File: config.mk
export PLATFORM = sky130hd
export DESIGN_NAME = glt_result_queue
export DESIGN_NICKNAME = d
export VERILOG_FILES = /design/src/design/glt_pkg.sv /design/src/design/glt_result_queue.sv
export SDC_FILE = /design/constraint.sdc
export NUM_CORES = 1
export LEC_CHECK = 0
export ABC_AREA = 1
export BUFFER_PORTS_ARGS = -buffer_cell sky130_fd_sc_hd__clkbuf_2
export CORE_ASPECT_RATIO = 1.2
export CORE_UTILIZATION = 45
export DETAILED_ROUTE_END_ITERATION = 16
export PLACE_DENSITY = 0.65
export SLEW_MARGIN = 20
export SYNTH_ARGS = -nofsm -noshare
export SYNTH_HDL_FRONTEND = slang
export SYNTH_SLANG_ARGS = --single-unit
File: constraint.sdc
create_clock -name aclk -period 7.4 [get_ports aclk]
set_input_delay 1.11 -clock aclk [delete_from_list [all_inputs] [get_ports aclk]]
set_output_delay 1.11 -clock aclk [all_outputs]
set_load 0.01 [all_outputs]
File: src/design/glt_pkg.sv
`timescale 1ns / 1ps

package glt_pkg;

    localparam int CFG_IDX_W = 3;
    localparam int CFG_DATA_W = 16;

    // Depth of the sent-byte store; the banked store relies on a power of two.
    localparam int FIFO_BYTES = 1024;
    localparam int FIFO_AW    = $clog2(FIFO_BYTES);

    localparam logic [CFG_IDX_W-1:0] CFG_TICK_PERIOD  = 3'd0;
    localparam logic [CFG_IDX_W-1:0] CFG_LOWEST_NOTE  = 3'd1;
    localparam logic [CFG_IDX_W-1:0] CFG_HIGHEST_NOTE = 3'd2;
    localparam logic [CFG_IDX_W-1:0] CFG_STEP_SIZE    = 3'd3;
    localparam logic [CFG_IDX_W-1:0] CFG_GO_DOWN      = 3'd4;

    localparam logic [15:0] TICK_PERIOD_RST  = 16'd200;
    localparam logic [6:0]  LOWEST_NOTE_RST  = 7'd60;
    localparam logic [6:0]  HIGHEST_NOTE_RST = 7'd72;
    localparam logic [6:0]  STEP_SIZE_RST    = 7'd1;
    localparam logic [6:0]  NOTE_RST         = 7'd60;

    localparam logic [7:0] ST_NOTE_ON  = 8'h90;
    localparam logic [7:0] VEL_ON      = 8'd64;
    localparam logic [7:0] ST_ALARM    = 8'haa;
    localparam logic [6:0] D1_ALARM    = 7'h7f;

    typedef enum logic [1:0] {
        ACT_TICK  = 2'd0,
        ACT_RX    = 2'd1,
        ACT_START = 2'd2,
        ACT_STOP  = 2'd3
    } action_t;

    typedef enum logic [1:0] {
        KIND_NOTE     = 2'd0,
        KIND_ALARM    = 2'd1,
        KIND_STOP_OFF = 2'd2
    } kind_t;

    typedef struct packed {
        logic [15:0] tick_period;
        logic [6:0]  lowest_note;
        logic [6:0]  highest_note;
        logic [6:0]  step_size;
        logic        go_down;
    } cfg_t;

    typedef struct packed {
        kind_t       kind;
        logic [7:0]  status;
        logic [6:0]  data1;
        logic [6:0]  data2;
        logic [23:0] expected;
        logic        sent_short;
        logic        last;
    } result_t;

    // Up to three consecutive bytes appended to the sent-byte store.
    typedef struct packed {
        logic [1:0] cnt;
        logic [7:0] b0;
        logic [7:0] b1;
        logic [7:0] b2;
    } wr_req_t;

endpackage

File: src/design/glt_result_queue.sv
`timescale 1ns / 1ps

module glt_result_queue (
    input  logic              aclk,
    input  logic              aresetn,
    input  logic [1:0]        push_cnt,
    input  glt_pkg::result_t  push0,
    input  glt_pkg::result_t  push1,
    output logic              room,
    output logic              out_valid,
    input  logic              out_ready,
    output glt_pkg::result_t  out_data
);
    import glt_pkg::*;

    localparam int DEPTH = 4;
    localparam int IDX_W = $clog2(DEPTH);

    result_t            slot_reg [DEPTH];
    logic [IDX_W-1:0]   rd_idx_reg, rd_idx_next;
    logic [IDX_W-1:0]   wr_idx_reg, wr_idx_next;
    logic [IDX_W:0]     fill_reg, fill_next;
    logic               pop;

    assign out_valid = fill_reg != '0;
    assign out_data  = slot_reg[rd_idx_reg];
    assign pop       = out_valid && out_ready;
    // Space for the two results that one item may cause.
    assign room      = fill_reg <= (IDX_W+1)'(DEPTH - 2);

    always_comb begin
        wr_idx_next = wr_idx_reg + IDX_W'(push_cnt);
        rd_idx_next = rd_idx_reg + IDX_W'(pop);
        fill_next   = fill_reg + (IDX_W+1)'(push_cnt) - (IDX_W+1)'(pop);
    end

    always_ff @(posedge aclk) begin
        if (!aresetn) begin
            rd_idx_reg <= '0;
            wr_idx_reg <= '0;
            fill_reg   <= '0;
        end else begin
            rd_idx_reg <= rd_idx_next;
            wr_idx_reg <= wr_idx_next;
            fill_reg   <= fill_next;
        end
    end

    always_ff @(posedge aclk) begin
        if (push_cnt != 2'd0) begin
            slot_reg[wr_idx_reg] <= push0;
        end
        if (push_cnt == 2'd2) begin
            slot_reg[IDX_W'(wr_idx_reg + IDX_W'(1))] <= push1;
        end
    end

endmodule

==> results.md <==
- The type of element capturing the critical path is a primary output.
- The run finished with clean final reports.
- The count of input and output buffers is 156.
- The setup TNS is 0 ns.
- The global routing usage on met2 is 38.4%.
- The detailed-route DRC error count is 0.
- The number of instances in the synthesized netlist is 1041.
- The routing layer with the top usage in global route is met2.
- For this run, the number of Yosys warnings is 0.
- The HPWL after detailed placement is 14.6 mm.
- In this run the remaining antenna-violating nets after routing total 0.
- Of the total synthesized cell area, the portion taken by XOR and XNOR cells is 0.165%.
- The buffer type at the clock tree root is sky130_fd_sc_hd__clkbuf_16.
- Summed over all cells, the static leakage comes to 4.94 nW.
- Setup violations remaining at the end of the flow were counted as 0.
- The number of buffers and inverters on the critical path is 2.
- The share of the clock period used by the worst path after layout is 49.9%.
- The first-pass iteration count of the detailed router is 5.
- Hold is met by 0.518 ns.
- Clock-pin slew was measured on the worst setup and hold paths at 0.06 ns.
- For this block, the via count after detailed routing is 7854.
- Relative to the synthesized area, the layout overhead comes to 12.6%.
- By startpoint and endpoint, the worst setup path is classified as register to primary output.
- Between clock sinks in the finished design, the worst skew comes to 0.00943 ns.
- The synthesized netlist devotes 21.2% of its cell area to compound gates.
- Counting flops with a built-in enable in the synthesized netlist gives 200.
- The clock period could shrink to 3.69 ns.
- The highest attainable clock frequency is 0.271 GHz.
- In the final design database the tool counted 1263 nets.
- In the routed layout, each cell is associated on average with a via count of 5.30.
- The total of hold buffers inserted after clock tree synthesis is 0.
- After clock tree synthesis, the setup repair step added 0 buffers.
- The final hold violation count is 0.
- Entering global routing, the biggest net connects 104 pins.
- Counting flops with an async set or reset pin after synthesis yields a share of 0%.
- Of all nets on the critical path, the largest fanout is 52.
- Among all flip-flop cells after synthesis, the most frequent one is sky130_fd_sc_hd__edfxtp_1.
- After synthesis, the share of cell area in mux cells is 0%.
- The kind of cell with the highest combined delay along the critical path is buffers and inverters.
- The total inserted antenna cells is 0.
- Across the run, the number of max-cap violations was 0.
- The depth of the worst register-to-register path is 4.
- The number of flip-flops under the largest register name is 200.
- The detailed-route wire length per cell is 16.8 um.
- The mean post-synth cell area is 10.2 um^2.
- On the worst path, the slowest cell contributes a delay of 0.77 ns.
- At the placement stage, the worst setup path has a slack of 3.70 ns.
- The adder-cell area share of the yosys netlist is 0.544%.
- After floorplanning, the core was divided into 61 placement rows.
- After layout, the design draws a total of 3.26 mW.
- The floorplan step set the die height to 170 um.
- The initial DRC count is 462.
- The met3 layer usage reported by global route is 2.98%.
- The critical path runs through a total of 4 cells.
- By area the synthesized netlist is led by sky130_fd_sc_hd__edfxtp_1 57%, sky130_fd_sc_hd__o21ai_2 8.9%, sky130_fd_sc_hd__nand2_1 7.8%, sky130_fd_sc_hd__o21ai_0 5.8%, sky130_fd_sc_hd__buf_6 4.3%.
- The initial standard-cell utilization of the core is 45.8%.
- The via count of the first global-routing pass is 7679.
- The width of the die is 142 um.
- The aggregate routed wire length is 24.9 mm.
- The maximum clock insertion buffer count is 3.
- The met1 layer usage reported by global route is 24.0%.
- The tree built by TritonCTS fans out to 207 sinks.
- For this design the ratio of total power to cell area is 273 nW/um^2.
- The number of CTS-inserted buffers is 22.
- The standard cell with the maximum stage delay on the critical path is sky130_fd_sc_hd__inv_2.
- Pin placement for this block handled 157 I/O pins.
- The worst endpoint required time is 6.29 ns.
- By area, the combinational part of the netlist is dominated by compound AO/OA/AOI/OAI gates.
- The total overflow left after global routing is 0.
- Counting flops and latches in the post-synthesis netlist gives 207.
- VDD sags by at most 0.000135 V.
- Of all cell types, the one taking the most synthesized area is sky130_fd_sc_hd__edfxtp_1.
- In this run the register-to-register setup slack is 4.67 ns.
- The type of the worst min-delay path is register to register.
- The final RePlAce weighted congestion is 0.756.
- For this run, the register share of the synthesized area comes to 58.0%.
- Setup repair after global routing left no endpoint under its margin.
- The number of gates resized after CTS is 0.
- The worst setup path is launched from a register.
- The synthesized design devotes to its leading area cell type 56.7% of total area.
- The region available for standard cell placement spans 23100 um^2.
- The worst pin sits at a relative slew slack of 26.5%.
- Traced cell by cell, the critical path runs through inv_2 > o21ai_0 > o22ai_1 > clkbuf_2.
- The count of final max-slew check failures is 0.
- After layout, the worst setup slack is 3.71 ns.
- CTS built an H-tree with a depth of 1.
- The transition time at the pin with the least slew margin is 1.10 ns.
- The aggregate global-route resource usage is 20.8%.
- When the netlist entered floorplanning its net count stood at 1150.
- The number of antenna violations at the first check in global routing is 0.
- For the worst-skew pair, the clock arrives at the later sink with an insertion delay of 0.49 ns.
- Data on the critical path arrives at its endpoint at 2.58 ns.
- Yosys mapped the design onto 27 distinct sky130hd cell types.
- The worst hold path was traced through 2 stages.
- In the final layout, the share of cells above drive strength 1 is 26.9%.
- The layout has 2078 filler cells.
- TritonCTS built the clock tree.
- The first global-routing pass estimated 38.9 mm of wire.
- The die area is 24100 um^2.
- The post-synthesis simple-gate area fraction is 12.1%.
- The netlist area before placement is 10600 um^2.
## worst reg2reg max path, delay by kind of cell, from the launching register on
kind	cells	cell delay [ns]
flops	1	0.38
buf+inv	1	0.57
simple gates	3	1.39
## final timing paths
check / end / from
setup / recovery: out_data[49] / rd_idx_reg[1]
hold / removal: fill_reg[2] / fill_reg[2]
setup reg to reg: slot_reg[1][43] / wr_idx_reg[0]
hold reg to reg: fill_reg[2] / fill_reg[2]
## stage by stage
stage | utilization, % | instances | instance area [um^2]
CTS | 51.5 | 1483 | 11900
floorplan | - | 1041 | 10600
finish | 51.6 | 1483 | 11900
global placement | 48.8 | 1445 | 11300
global route | 51.6 | 1483 | 11900
detailed placement | 48.8 | 1445 | 11300
## layer usage
metal,vias up,wire (um)
met5,-,0
met4,0,771
met3,51,1460
met2,257,12800
met1,3664,9850
li1,3882,-
## power breakdown
group / internal, mW / switching, mW / total [mW]
Combinational: 0.252 / 0.532 / 0.784
Sequential: 1.43 / 0.0445 / 1.47
Clock: 0.568 / 0.429 / 0.997
Total: 2.25 / 1.01 / 3.26
## logic make-up after synthesis
| logic type | Yosys count |
|---|---|
| xor+xnor | 2 |
| fa+ha+maj | 4 |
| compound gates | 354 |
| buf+inv | 138 |
| simple gates | 336 |
| flops | 207 |
## final cells by class
cell class / count / area (um^2) / area share, %
well taps: 315 / 394 / 3.31
clock inverters: 7 / 35.0 / 0.294
clock buffers: 31 / 606 / 5.08
repair buffers: 164 / 841 / 7.05
flip-flops and latches: 207 / 6150 / 51.6
inverters: 63 / 239 / 2.00
multi-input cells: 696 / 3650 / 30.6
## cell usage after synthesis (2+ instances only)
| cell | n |
|---|---|
| sky130_fd_sc_hd__inv_1 | 60 |
| sky130_fd_sc_hd__o21ai_0 | 123 |
| sky130_fd_sc_hd__inv_2 | 2 |
| sky130_fd_sc_hd__ha_1 | 3 |
| sky130_fd_sc_hd__buf_6 | 40 |
| sky130_fd_sc_hd__nand3_1 | 2 |
| sky130_fd_sc_hd__o22ai_1 | 50 |
| sky130_fd_sc_hd__nor2_1 | 109 |
| sky130_fd_sc_hd__nor2_2 | 2 |
| sky130_fd_sc_hd__edfxtp_1 | 200 |
| sky130_fd_sc_hd__o21ai_2 | 108 |
| sky130_fd_sc_hd__a21oi_1 | 2 |
| sky130_fd_sc_hd__nand2_1 | 220 |
| sky130_fd_sc_hd__dfxtp_1 | 7 |
| sky130_fd_sc_hd__buf_2 | 11 |
| sky130_fd_sc_hd__o21ai_1 | 70 |
| sky130_fd_sc_hd__clkbuf_1 | 22 |
## cell usage in the layout (no fill, tap or decap), types with 2 or more instances in the layout
cell and count:
sky130_fd_sc_hd__o21ai_2 108, sky130_fd_sc_hd__inv_1 59, sky130_fd_sc_hd__a21oi_1 2, sky130_fd_sc_hd__nand2_1 214, sky130_fd_sc_hd__ha_1 3, sky130_fd_sc_hd__inv_2 3
sky130_fd_sc_hd__nand2_4 3, sky130_fd_sc_hd__nor2_1 109, sky130_fd_sc_hd__nand3_1 2, sky130_fd_sc_hd__clkinv_1 5, sky130_fd_sc_hd__clkbuf_1 8, sky130_fd_sc_hd__dfxtp_1 5
sky130_fd_sc_hd__nand2_2 3, sky130_fd_sc_hd__edfxtp_1 200, sky130_fd_sc_hd__dfxtp_4 2, sky130_fd_sc_hd__clkbuf_2 156, sky130_fd_sc_hd__o21ai_1 70, sky130_fd_sc_hd__clkbuf_16 23
sky130_fd_sc_hd__buf_4 8, sky130_fd_sc_hd__o21ai_0 123, sky130_fd_sc_hd__nor2_2 2, sky130_fd_sc_hd__o22ai_1 50
No activity file was read; power rests on OpenSTA's default activity.
