**config.mk**
```make
export PLATFORM = sky130hd
export DESIGN_NAME = glt_engine
export DESIGN_NICKNAME = d
export VERILOG_FILES = /design/src/design/glt_pkg.sv /design/src/design/glt_engine.sv
export SDC_FILE = /design/constraint.sdc
export NUM_CORES = 1
export LEC_CHECK = 0
export ABC_AREA = 1
export BUFFER_PORTS_ARGS = -buffer_cell sky130_fd_sc_hd__buf_2
export CORE_ASPECT_RATIO = 1.1
export CORE_UTILIZATION = 55
export CTS_BUF_LIST = sky130_fd_sc_hd__clkbuf_8
export DETAILED_ROUTE_END_ITERATION = 10
export PLACE_DENSITY = 0.85
export RECOVER_POWER = 25
export SETUP_SLACK_MARGIN = 0.5
export SLEW_MARGIN = 15
export SYNTH_ARGS = -nofsm -noshare
export SYNTH_HDL_FRONTEND = slang
export SYNTH_SLANG_ARGS = --single-unit
```
**constraint.sdc**
```tcl
create_clock -name aclk -period 8.85 [get_ports aclk]
set_clock_uncertainty 0.05 [all_clocks]
set_input_delay 0.885 -clock aclk [delete_from_list [all_inputs] [get_ports aclk]]
set_output_delay 0.885 -clock aclk [all_outputs]
set_load 0.005 [all_outputs]
```
**src/design/glt_pkg.sv**
```systemverilog
`timescale 1ns / 1ps

package glt_pkg;

    localparam int CFG_IDX_W = 3;
    localparam int CFG_DATA_W = 16;

    // Depth of the sent-byte store; the banked store relies on a power of two.
    localparam int FIFO_BYTES = 1024;
    localparam int FIFO_AW    = $clog2(FIFO_BYTES);

    localparam logic [CFG_IDX_W-1:0] CFG_TICK_PERIOD  = 3'd0;
    localparam logic [CFG_IDX_W-1:0] CFG_LOWEST_NOTE  = 3'd1;
    localparam logic [CFG_IDX_W-1:0] CFG_HIGHEST_NOTE = 3'd2;
    localparam logic [CFG_IDX_W-1:0] CFG_STEP_SIZE    = 3'd3;
    localparam logic [CFG_IDX_W-1:0] CFG_GO_DOWN      = 3'd4;

    localparam logic [15:0] TICK_PERIOD_RST  = 16'd200;
    localparam logic [6:0]  LOWEST_NOTE_RST  = 7'd60;
    localparam logic [6:0]  HIGHEST_NOTE_RST = 7'd72;
    localparam logic [6:0]  STEP_SIZE_RST    = 7'd1;
    localparam logic [6:0]  NOTE_RST         = 7'd60;

    localparam logic [7:0] ST_NOTE_ON  = 8'h90;
    localparam logic [7:0] VEL_ON      = 8'd64;
    localparam logic [7:0] ST_ALARM    = 8'haa;
    localparam logic [6:0] D1_ALARM    = 7'h7f;

    typedef enum logic [1:0] {
        ACT_TICK  = 2'd0,
        ACT_RX    = 2'd1,
        ACT_START = 2'd2,
        ACT_STOP  = 2'd3
    } action_t;

    typedef enum logic [1:0] {
        KIND_NOTE     = 2'd0,
        KIND_ALARM    = 2'd1,
        KIND_STOP_OFF = 2'd2
    } kind_t;

    typedef struct packed {
        logic [15:0] tick_period;
        logic [6:0]  lowest_note;
        logic [6:0]  highest_note;
        logic [6:0]  step_size;
        logic        go_down;
    } cfg_t;

    typedef struct packed {
        kind_t       kind;
        logic [7:0]  status;
        logic [6:0]  data1;
        logic [6:0]  data2;
        logic [23:0] expected;
        logic        sent_short;
        logic        last;
    } result_t;

    // Up to three consecutive bytes appended to the sent-byte store.
    typedef struct packed {
        logic [1:0] cnt;
        logic [7:0] b0;
        logic [7:0] b1;
        logic [7:0] b2;
    } wr_req_t;

endpackage

```
**src/design/glt_engine.sv**
```systemverilog
`timescale 1ns / 1ps

module glt_engine (
    input  logic                              aclk,
    input  logic                              aresetn,
    input  logic                              fire,
    input  glt_pkg::action_t                  action,
    input  logic [23:0]                       rx_msg,
    input  glt_pkg::cfg_t                     cfg,
    input  logic [47:0]                       rd_window,
    output logic [glt_pkg::FIFO_AW-1:0]       rd_ptr_next,
    output logic [glt_pkg::FIFO_AW-1:0]       wr_addr,
    output glt_pkg::wr_req_t                  wr,
    output logic [1:0]                        res_cnt,
    output glt_pkg::result_t                  res0,
    output glt_pkg::result_t                  res1
);
    import glt_pkg::*;

    localparam int AW = FIFO_AW;
    localparam int CW = $clog2(FIFO_BYTES + 1);

    logic          running_reg, running_next;
    logic          sounding_reg, sounding_next;
    logic [6:0]    note_reg, note_next;
    logic [15:0]   tick_reg, tick_next;
    logic [AW-1:0] rd_ptr_reg;
    logic [AW-1:0] wr_ptr_reg, wr_ptr_next;
    logic [CW-1:0] count_reg, count_next;
    logic [23:0]   held_reg, held_next;

    logic [15:0]       tick_inc;
    logic [CW-1:0]     free_bytes;
    logic [1:0]        put_cnt;
    logic [7:0]        vel;
    logic signed [8:0] note_step, note_wrap1, note_wrap2;
    logic              have_first, have_second, mismatch, drop_second;
    logic [23:0]       first_exp, second_exp, cmp_exp;
    logic [2:0]        rd_adv;
    result_t           note_res, alarm_res, stop_res;

    assign wr_addr = wr_ptr_reg;

    assign tick_inc   = tick_reg + 16'd1;
    assign free_bytes = CW'(FIFO_BYTES) - count_reg;
    assign put_cnt    = (free_bytes >= CW'(3)) ? 2'd3 : free_bytes[1:0];
    assign vel        = sounding_reg ? 8'd0 : VEL_ON;

    assign note_step  = cfg.go_down ? $signed({2'b00, note_reg}) - $signed({2'b00, cfg.step_size})
                                    : $signed({2'b00, note_reg}) + $signed({2'b00, cfg.step_size});
    assign note_wrap1 = (note_step > $signed({2'b00, cfg.highest_note}))
                        ? $signed({2'b00, cfg.lowest_note}) : note_step;
    assign note_wrap2 = (note_wrap1 < $signed({2'b00, cfg.lowest_note}))
                        ? $signed({2'b00, cfg.highest_note}) : note_wrap1;

    // The window holds the six bytes from the read pointer, oldest in the low byte.
    assign first_exp   = {rd_window[7:0], rd_window[15:8], rd_window[23:16]};
    assign second_exp  = {rd_window[31:24], rd_window[39:32], rd_window[47:40]};
    assign have_first  = count_reg >= CW'(3);
    assign have_second = count_reg >= CW'(6);
    assign cmp_exp     = have_first ? first_exp : held_reg;
    assign mismatch    = cmp_exp != rx_msg;
    assign drop_second = mismatch && have_second;
    assign rd_adv      = (have_first ? 3'd3 : 3'd0) + (drop_second ? 3'd3 : 3'd0);

    always_comb begin
        note_res            = '0;
        note_res.kind       = KIND_NOTE;
        note_res.status     = ST_NOTE_ON;
        note_res.data1      = note_reg;
        note_res.data2      = vel[6:0];
        note_res.last       = 1'b1;

        alarm_res            = '0;
        alarm_res.kind       = KIND_ALARM;
        alarm_res.status     = ST_ALARM;
        alarm_res.data1      = D1_ALARM;
        alarm_res.expected   = cmp_exp;
        alarm_res.sent_short = !have_first;
        alarm_res.last       = !sounding_reg;

        stop_res            = '0;
        stop_res.kind       = KIND_STOP_OFF;
        stop_res.status     = ST_NOTE_ON;
        stop_res.data1      = note_reg;
        stop_res.last       = 1'b1;
    end

    always_comb begin
        running_next  = running_reg;
        sounding_next = sounding_reg;
        note_next     = note_reg;
        tick_next     = tick_reg;
        rd_ptr_next   = rd_ptr_reg;
        wr_ptr_next   = wr_ptr_reg;
        count_next    = count_reg;
        held_next     = held_reg;
        wr            = '0;
        res_cnt       = 2'd0;
        res0          = note_res;
        res1          = stop_res;

        if (fire) begin
            unique case (action)
                ACT_TICK: begin
                    if (running_reg) begin
                        tick_next = tick_inc;
                        // A zero period still expires, since any count is at least zero.
                        if (tick_inc >= cfg.tick_period) begin
                            tick_next     = '0;
                            sounding_next = !sounding_reg;
                            res_cnt       = 2'd1;
                            wr.cnt        = put_cnt;
                            wr.b0         = ST_NOTE_ON;
                            wr.b1         = {1'b0, note_reg};
                            wr.b2         = vel;
                            wr_ptr_next   = wr_ptr_reg + AW'(put_cnt);
                            count_next    = count_reg + CW'(put_cnt);
                            if (sounding_reg) begin
                                note_next = note_wrap2[6:0];
                            end
                        end
                    end
                end
                ACT_RX: begin
                    rd_ptr_next = rd_ptr_reg + AW'(rd_adv);
                    count_next  = count_reg - CW'(rd_adv);
                    held_next   = drop_second ? second_exp : cmp_exp;
                    if (mismatch) begin
                        res0          = alarm_res;
                        res_cnt       = sounding_reg ? 2'd2 : 2'd1;
                        sounding_next = 1'b0;
                        running_next  = 1'b0;
                    end
                end
                ACT_START: begin
                    running_next = 1'b1;
                    rd_ptr_next  = '0;
                    wr_ptr_next  = '0;
                    count_next   = '0;
                end
                ACT_STOP: begin
                    res0          = stop_res;
                    res_cnt       = sounding_reg ? 2'd1 : 2'd0;
                    sounding_next = 1'b0;
                    running_next  = 1'b0;
                end
                default: begin
                end
            endcase
        end
    end

    always_ff @(posedge aclk) begin
        if (!aresetn) begin
            running_reg  <= 1'b1;
            sounding_reg <= 1'b1;
            note_reg     <= NOTE_RST;
            tick_reg     <= '0;
            rd_ptr_reg   <= '0;
            wr_ptr_reg   <= '0;
            count_reg    <= '0;
            held_reg     <= '0;
        end else begin
            running_reg  <= running_next;
            sounding_reg <= sounding_next;
            note_reg     <= note_next;
            tick_reg     <= tick_next;
            rd_ptr_reg   <= rd_ptr_next;
            wr_ptr_reg   <= wr_ptr_next;
            count_reg    <= count_next;
            held_reg     <= held_next;
        end
    end

endmodule

```
==> results.json <==
{
  "status": "completed",
  "slew_headroom_pct": 23.77,
  "cts-root-buf": "clkbuf_8",
  "fin_crit_sh_pct": 78.31,
  "required_ps": 7920,
  "synth_seq_cells": 80,
  "hold_viol": 0,
  "dieWidth_um": 118.4,
  "cts_resized": 0,
  "layout.nets": 1683,
  "drv_cap": 0,
  "cpPeakStageDelay_ps": 810,
  "yosys.cell_types.count": 41,
  "die_h_um": 130.0,
  "placed_area_mm2": 0.008907,
  "multi_input_area_mm2": 0.005306,
  "crit_top_cell": "nand2_1",
  "synth_edf_count": 0,
  "io_buffers": 195,
  "place_worst_setup_slack_ps": 2916,
  "cts-hold-fix-buffers": 0,
  "maxSlewViolCount": 0,
  "worst_pin_slew_ps": 1142,
  "fin_hold_ws_ps": 412.5,
  "numClockSinks": 80,
  "fin_area_mm2": 0.009109,
  "synth-adder-area-share_pct": 12.06,
  "met2_usage_pct": 50.97,
  "synth_xor_area_share_pct": 2.244,
  "hold_path_class": "register to register",
  "io-pin-count": 263,
  "synth_compound_area_share_pct": 11.87,
  "cts_buffer_depth": 2,
  "drive_gt1_share_pct": 15.10,
  "drt_pre_antenna_iters": 5,
  "startpoint_type": "register",
  "crit_path_end_kind": "output port",
  "place_congestion": 0.9451,
  "fin_util_pct": 62.80,
  "rows": 46,
  "synth.cell_area_mm2": 0.008198,
  "irDropWorstVdd_mv": 0.08534,
  "antenna_found_initial": 1,
  "p_total_mw": 1.126,
  "finalSetupTns_ps": 0,
  "netlist_instances": 1334,
  "cts_tree": "done",
  "crit_arrival_ps": 6000,
  "avgRoutedWirePerCell_um": 12.95,
  "top_usage_layer": "met2",
  "post-dp-hpwl_um": 16970,
  "core_mm2": 0.01450,
  "grt_pass1_wl_um": 34850,
  "synth_mux_area_share_pct": 0,
  "critical_path.max_fanout": 36,
  "ys.flop_type": "dfxtp_1",
  "grt_overflow_total": 0,
  "clk_pin_slew_ps": 90,
  "synth_top_family_by_area": "simple AND/OR/NAND/NOR gates",
  "fill_cells": 1393,
  "regArea_mm2": 0.001602,
  "synth_area_per_cell_um2": 6.145,
  "critical-path-slowest-cell": "inv_1",
  "synth_seq_area_share_pct": 19.54,
  "period_needed_ps": 6931,
  "post_cts_buffers": 0,
  "fin_ws_ps": 1919,
  "drc": 0,
  "cts_max_level": 3,
  "synthArstFlopShare_pct": 0,
  "insertion_delay_ps": 370,
  "largest_register_ffs": 24,
  "ant_nets": 0,
  "area_delta_synth_final_pct": 11.11,
  "p_leak_nw": 5.090,
  "grt_pass1_vias": 7624,
  "fmax_mhz": 144.3,
  "routed_wl_um": 21890,
  "setup_violations": 0,
  "rsz0062_at_grt": "no",
  "pwr_density_cell_mw_per_mm2": 123.7,
  "synth_warnings": 0,
  "grt_max_degree": 57,
  "instances_no_fill": 1690,
  "grt_usage_pct": 27.83,
  "grtUsageMet3_pct": 3.715,
  "critPathKind": "register to output port",
  "dp.cells": 1673,
  "num_vias": 8769,
  "vias_per_cell": 5.189,
  "met1_usage_pct": 32.49,
  "synthSimpleGateAreaFrac_pct": 35.52,
  "cts_buffers": 9,
  "start_util_pct": 56.52,
  "dieArea_mm2": 0.01540,
  "drt_iter0_drc": 621
}
## worst max-delay path, delay by kind of cell (launching register included)
kind	cells	cell delay, ps
AND/OR/NAND/NOR	18	2870
flip-flops	1	390
buffers and inverters	5	1230
AO/OA/AOI/OAI	2	320
adder cells (fa/ha/maj)	3	770
## cell families after synthesis
| group | count (synthesis) |
|---|---|
| AOI/OAI and AO/OA | 178 |
| and+or+nand+nor | 656 |
| adders and majority gates | 76 |
| buffers and inverters | 321 |
| DFF | 80 |
| other | 2 |
| xor gates and xnor gates | 21 |
## layer usage
layer / wire (um) / share of wire [%] / up-vias
li1: - / - / 4456
met4: 751 / 3.4 / 0
met1: 9060 / 41 / 3933
met3: 1335 / 6.1 / 54
met5: 0 / 0 / -
met2: 10740 / 49 / 326
## cell usage after synthesis (6+ instances only)
master    count  area share [%]
nand4_1      10            0.76
nor3_1       20             1.2
dfxtp_1      80              20
inv_1       205             9.4
nor4_1       11            0.84
o21ai_0      38             2.3
o21a_1        8            0.73
clkbuf_1     22             1.0
nand3b_1     33             3.0
a21oi_1     106             6.5
nand3_1     130             7.9
xor2_1       14             1.5
o211ai_1      7            0.64
nor2_1      109             5.0
buf_2         6            0.37
buf_4        79             7.2
ha_1         71              11
xnor2_1       7            0.75
nand2_1     324              15
## cell usage in the layout (no fill, tap or decap), types with 4 or more instances in the layout
cell / count
a21oi_1: 106
buf_2: 192
clkbuf_8: 9
clkinv_4: 4
conb_1: 67
dfxtp_1: 80
fa_1: 5
ha_1: 71
inv_1: 205
nand2_1: 324
nand2_2: 5
nand3_1: 130
nand3b_1: 33
nand4_1: 10
nor2_1: 110
nor2_2: 4
nor3_1: 20
nor4_1: 11
o211ai_1: 7
o21a_1: 8
o21ai_0: 38
xnor2_1: 7
xor2_1: 14
## where the power goes
part | total (mW) | leakage [nW] | switching (mW) | internal (mW)
Combinational | 0.460 | 4.34 | 0.302 | 0.158
Sequential | 0.386 | 0.649 | 0.0128 | 0.373
Clock | 0.281 | 0.100 | 0.148 | 0.133
Total | 1.13 | 5.09 | 0.462 | 0.664
## layout make-up
type                       instances  share of cell area [%]
antenna                            1                 0.02747
clock buffer                       9                   1.360
clock inverter                     7                  0.8929
inverter                         208                   8.571
multi-input combinational        998                   58.26
sequential                        80                   17.58
tap                              192                   2.637
timing repair buffer             195                   10.67
## final timing paths
path,depth (start not counted),start,slack (ps),to
setup / recovery,28,count_reg[1],1920,rd_ptr_next[9]
hold reg to reg,2,held_reg[13],410,held_reg[13]
hold / removal,2,held_reg[13],410,held_reg[13]
setup reg to reg,31,count_reg[1],2680,count_reg[10]
No activity file was read; power rests on OpenSTA's default activity.
